## config.mk

```make
export PLATFORM = sky130hd
export DESIGN_NAME = gdm_div
export DESIGN_NICKNAME = d
export VERILOG_FILES = /design/src/rtl/gamepad_report_deadzone_mapper_macros.svh /design/src/rtl/gdm_pkg.sv /design/src/rtl/gdm_div.sv
export SDC_FILE = /design/constraint.sdc
export NUM_CORES = 1
export LEC_CHECK = 0
export ABC_AREA = 1
export BUFFER_PORTS_ARGS = -buffer_cell sky130_fd_sc_hd__buf_2
export CAP_MARGIN = 10
export CORE_MARGIN = 4
export CORE_UTILIZATION = 53
export DETAILED_ROUTE_END_ITERATION = 12
export GPL_ROUTABILITY_DRIVEN = 0
export HOLD_SLACK_MARGIN = 0.03
export PLACE_DENSITY = 0.7
export SYNTH_ARGS = -nofsm -noshare
export SYNTH_HDL_FRONTEND = slang
export SYNTH_SLANG_ARGS = --single-unit
```

## constraint.sdc

```tcl
create_clock -name clk -period 11.4 [get_ports clk]
set_input_delay 1.14 -clock clk [delete_from_list [all_inputs] [get_ports clk]]
set_output_delay 1.14 -clock clk [all_outputs]
set_load 0.01 [all_outputs]
```

## src/rtl/gamepad_report_deadzone_mapper_macros.svh

```systemverilog
// ---------------------------------------------------------------------------
// Assertion macros for the gamepad report deadzone mapper
// Shared immediate-style wrappers around concurrent assertions.
// ---------------------------------------------------------------------------
`ifndef GAMEPAD_REPORT_DEADZONE_MAPPER_MACROS_SVH
`define GAMEPAD_REPORT_DEADZONE_MAPPER_MACROS_SVH

// Same-cycle implication, disabled during reset
`define GDM_ASSERT_NOW(label, clk, rst_n, ant, cons, msg) \
    label: assert property (@(posedge clk) disable iff (!rst_n) (ant) |-> (cons)) \
        else $error(msg);

// Next-cycle implication, disabled during reset
`define GDM_ASSERT_NEXT(label, clk, rst_n, ant, cons, msg) \
    label: assert property (@(posedge clk) disable iff (!rst_n) (ant) |=> (cons)) \
        else $error(msg);

`endif

```

## src/rtl/gdm_pkg.sv

```systemverilog
// ---------------------------------------------------------------------------
// gdm_pkg
// Types and constants shared by the deadzone mapper pipeline.
// ---------------------------------------------------------------------------
`timescale 1ns / 1ps

package gdm_pkg;

    // Lane layout: four stick axes, then two triggers
    localparam int AXES  = 4;
    localparam int TRIGS = 2;
    localparam int LANES = AXES + TRIGS;

    // Divider widths: numerator, divisor, reciprocal, fraction bits
    localparam int NUM_W = 16;
    localparam int DEN_W = 8;
    localparam int RCP_W = 17;
    localparam int FRAC  = 16;
    localparam int PRD_W = NUM_W + RCP_W;

    // Report field widths
    localparam int BTN_W  = 13;
    localparam int HAT_W  = 4;
    localparam int DATA_W = 72;

    localparam logic [HAT_W-1:0] HAT_NEUTRAL = 4'd8;
    localparam logic [15:0]      BUTTON_MASK = 16'h1FFF;

    // Configuration register indexes
    localparam logic CFG_STICK_DZ = 1'b0;
    localparam logic CFG_TRIG_DZ  = 1'b1;

    localparam logic [6:0] STICK_DZ_RESET = 7'd8;
    localparam logic [7:0] TRIG_DZ_RESET  = 8'd0;

    // Per-stage advance enables
    typedef struct packed {
        logic st5;
        logic st4;
        logic st3;
        logic st2;
        logic st1;
    } gdm_adv_t;

    // Side payload that rides along the divider stages
    typedef struct packed {
        logic [BTN_W-1:0] buttons;
        logic [HAT_W-1:0] hat;
        logic [AXES-1:0]  neg;
    } gdm_side_t;

endpackage

```

## src/rtl/gdm_div.sv

```systemverilog
// ---------------------------------------------------------------------------
// gdm_div
// Stages 2-4: reciprocal multiply, back-multiply, one-step quotient fixup.
// ---------------------------------------------------------------------------
`timescale 1ns / 1ps

module gdm_div (
    input  logic                        clk,
    input  gdm_pkg::gdm_adv_t           adv,
    input  logic [gdm_pkg::NUM_W-1:0]   num,
    input  logic [gdm_pkg::DEN_W-1:0]   den,
    input  logic [gdm_pkg::RCP_W-1:0]   recip,
    output logic [gdm_pkg::NUM_W-1:0]   quo_reg
);
    import gdm_pkg::*;

    localparam int BK_W = NUM_W + DEN_W;

    logic [PRD_W-1:0] p_reg;
    logic [NUM_W-1:0] n2_reg;
    logic [DEN_W-1:0] a2_reg;
    logic [NUM_W-1:0] qe_reg;
    logic [BK_W-1:0]  bk_reg;
    logic [NUM_W-1:0] n3_reg;
    logic [DEN_W-1:0] a3_reg;
    logic [NUM_W-1:0] qe_next;
    logic [NUM_W-1:0] rem;

    // Estimate is floor or one below; the slice drops the fraction
    assign qe_next = p_reg[FRAC+NUM_W-1:FRAC];
    assign rem     = n3_reg - bk_reg[NUM_W-1:0];

    always_ff @(posedge clk)
    begin
        // Multiply by reciprocal
        if (adv.st2)
        begin
            p_reg  <= PRD_W'(num) * PRD_W'(recip);
            n2_reg <= num;
            a2_reg <= den;
        end
        // Multiply estimate back by divisor
        if (adv.st3)
        begin
            qe_reg <= qe_next;
            bk_reg <= BK_W'(qe_next) * BK_W'(a2_reg);
            n3_reg <= n2_reg;
            a3_reg <= a2_reg;
        end
        // Bump estimate when remainder still covers the divisor
        if (adv.st4)
        begin
            quo_reg <= (rem >= NUM_W'(a3_reg)) ? qe_reg + 1'b1 : qe_reg;
        end
    end

endmodule

```

## After elaboration in Yosys (flattened, before gate mapping)

Index checks and enable logic that the tools add are counted.
W data, S select, Z words.

- Register bits: 128
- Input port bits: 47
- Output and inout port bits: 16
- Word-level logic and storage cells: 14

- Add/subtract/negate cells: 2
- $mul: 2
- Order comparisons: 1
- Muxes and demuxes: 1

Operators with widths:

| cell | number |
|---|---|
| $mul A16 B17 Y32 | 1 |
| $add A16 B1 Y16 const B | 1 |
| $ge A16 B8 Y1 | 1 |
| $mul A16 B8 Y16 | 1 |
| $mux W16 | 1 |
| $sub A16 B16 Y16 | 1 |

## Depth between registers and ports, before layout

- Depth after elaboration: 3
- Depth in mapped cells: 27

## Least setup slack after synthesis

Ideal clock, no wire load.

- Kind: input to register
- Start point: input num[7] (netlist name)
- End point: register p_reg[24] (data pin)
- Library setup time: 0.259 ns
- Data arrival time: 6.048 ns
- Data required time: 11.141 ns
- Path slack: 5.093 ns
- Cell stages on the path: 24
- Cells stage by stage: clkbuf_1 clkbuf_1 nand2_1 fa_1 inv_1 fa_1 inv_1 fa_1 inv_1 fa_1 fa_1 inv_1 fa_1 inv_1 ha_1 a21oi_1 inv_1 a31oi_1 o21ai_0 inv_1 nand3_1 nand2_1 nand2_1 xor2_1

- Longest elaborated chain between the ends: 1

Ends and longest elaborated chain:

| item | RTL line | RTL |
|---|---|---|
| start, declared | gdm_div.sv:10 | `input logic [gdm_pkg::NUM_W-1:0] num,` |
| $mul A16 B17 Y32 | gdm_div.sv:38 | `p_reg <= PRD_W'(num) * PRD_W'(recip);` |
| end signal, assigned | gdm_div.sv:38 |  |
| end, declared | gdm_div.sv:19 | `logic [PRD_W-1:0] p_reg;` |

No other way between the ends.
A chain may end at the register's enable or synchronous reset.

## Worst setup path after layout

Ends and elaborated chain as after synthesis.

==> metrics.yaml <==
status:
  status: "complete, no violations"
grt:
  grt_pass1_wl_um: 65500
  antenna_found_initial: 1
  grt_overflow_total: 0
  first_global_vias: 13572
  track_usage_pct: 22.3
  grt_max_degree: 57
flow_run:
  max_cap_viol_count: 0
critical_path:
  cp_cell_sequence: "buf_2, nand2_1, fa_1, inv_1, fa_1, inv_1, fa_1, inv_1, fa_1, fa_1, inv_1, fa_1, inv_1, ha_1, a21oi_1, inv_1, a31oi_1, o21ai_0, inv_1, nand3_1, nand2_1, nand2_1, xor2_1"
  worst-path-buf-inv: 8
  arrival_ns: 6.45
  worstPathRequired_ns: 11.51
  critPathMaxStageDelay_ns: 0.55
  critPathCaptureType: "flip-flop"
  crit_path_top_delay_cell: "fa_1"
  cp_top_family: "adder cells"
  cp_common_cell: "inv_1"
  worstSetupPathType: "in -> reg"
  cp-start-kind: "input port"
  cp_max_fo: 18
floorplanning:
  core_um2: 31900
  rows: 65
  pin_count: 63
  start_util_pct: 54.4
  fp.dieW_um: 189
  die_area_um2: 35700
  die_y_um: 189
route:
  wl_per_cell_um: 14.9
  drc_errors: 0
  vias: 13212
  drtAntennaViolNets: 0
  drt_iter0_drc: 986
  drtPass1Iterations: 5
  vias_per_cell: 5.14
  wirelength_um: 38400
yosys:
  synth-simple-area-share_pct: 18.4
  synth_top_cell_by_area: "fa_1"
  synth_nets: 2605
  syn_inst: 2145
  synth_mux_area_share_pct: 0
  synth-adder-area-share_pct: 41.4
  synthXorXnorAreaFrac_pct: 2.93
  async_reset_ff_share_pct: 0
  syn_area_um2: 17300
  synth_compound_area_share_pct: 3.16
  yosys_warnings: 0
  yosys-top-cells-area: "fa_1 31%, edfxtp_1 19%, nand2_1 13%"
  avgSynthCellArea_um2: 8.08
  seq_area_frac_synth_pct: 19.4
  synth-seq-cells: 112
  synth-edff-count: 112
  synth_cell_type_count: 38
  synth_ff_type: "edfxtp_1"
  synth.top_cell.area_share_pct: 30.8
  synth_top_family_by_area: "adder cells"
clocking:
  cts_setup_buffers: 0
  root_buffer: "clkbuf_16"
  numCtsBuffers: 9
  cts_sinks: 112
  cts.path.max_buffers: 2
  ctsHoldBuffers: 0
  clk_latency_ns: 0.36
  cts-resized-gates: 0
  htreeDepth: 3
  path_clk_slew_ns: 0.08
  cts_tree: "yes"
final_layout:
  utilization_pct: 56.9
  antenna_cells: 0
  fill_cells: 2929
  syn_to_final_growth_pct: 4.77
  drive_above_1_share_pct: 4.40
  fin_nets: 2591
placement:
  dp_hpwl_um: 31300
  io_buffers: 60
sta:
  rsz0062_at_grt: "no"
  setup_viol: 0
  slew_violations: 0
  worst_slew_pin_slew_ns: 1.02
  min_period_over_period_pct: 55.7
  setup_tns_ns: 0
  period_minus_slack_ns: 6.35
  slew_headroom_pct: 31.9
  skew_ns: 0.0144
  fmax_mhz: 158
  hold_viol_final: 0
hold_path:
  holdCritPathClass: "reg -> reg"
==> placed cells by master (no fill, tap or decap), types with 3 or more instances in the layout <==
master / n
a31oi_1: 8
nor3_1: 14
nor4_1: 3
a21oi_1: 50
clkbuf_16: 9
a211oi_1: 3
nor2_2: 3
xor2_1: 36
edfxtp_1: 112
nand2_1: 621
nor2_1: 64
o21ai_0: 26
nand4_1: 25
nand3_1: 41
fa_1: 267
xnor2_1: 22
nand2_2: 6
o211ai_1: 3
buf_2: 60
ha_1: 146
inv_1: 587
==> final timing paths <==
kind / from / slack (ns) / end / cells past startpoint
worst max-delay path: num[7] / 5.05 / p_reg[24] / 23
worst min-delay path: n2_reg[0] / 0.42 / n3_reg[0] / 0
worst min register to register: n2_reg[0] / 0.42 / n3_reg[0] / 0
worst max register to register: a2_reg[2] / 6.80 / bk_reg[14] / 18
==> per-stage QoR <==
stage                     instance area (um2)  setup WS, ns  cells  hold slack, ns
after floorplan                         17300          5.09   2145           0.400
after global placement                  17800          4.78   2555           0.401
after detailed placement                17800          4.75   2555           0.406
after CTS                               18200          5.12   2571           0.425
after global routing                    18200          4.79   2571           0.426
final                                   18200          5.05   2571           0.423
==> cell usage after synthesis (all sizes together), types with 22 or more instances <==
cell type and number:
nand3 43, clkbuf 83, fa 267, nand4 27, o21ai 26, nor2 68
edfxtp 112, a21oi 51, ha 146, inv 588, nand2 627, xnor2 22
xor2 36
==> area by class of cell <==
cell class	instances	area, um2	share of cell area [%]
sequential	112	3360	18.5
multi-input combinational	1359	11400	62.9
inverter	588	2210	12.2
timing repair buffer	61	308	1.70
tap	435	544	3.00
clock buffer	9	225	1.24
clock inverter	7	87.6	0.482
==> routing by layer <==
layer	track usage [%]	wire, um
met1	32.0	17200
met2	37.0	18200
met3	2.24	2160
met4	5.24	767
met5	0	0
==> cells by family after synthesis <==
| kind of cell | count (synthesis) |
|---|---|
| AND/OR/NAND/NOR | 789 |
| buffers and inverters | 674 |
| adder cells (fa/ha/maj) | 413 |
| flip-flops | 112 |
| AO/OA/AOI/OAI | 99 |
| XOR/XNOR | 58 |
Power is not shown: default switching activity piles up to over one toggle a cycle in this logic, so the estimate is an artifact.
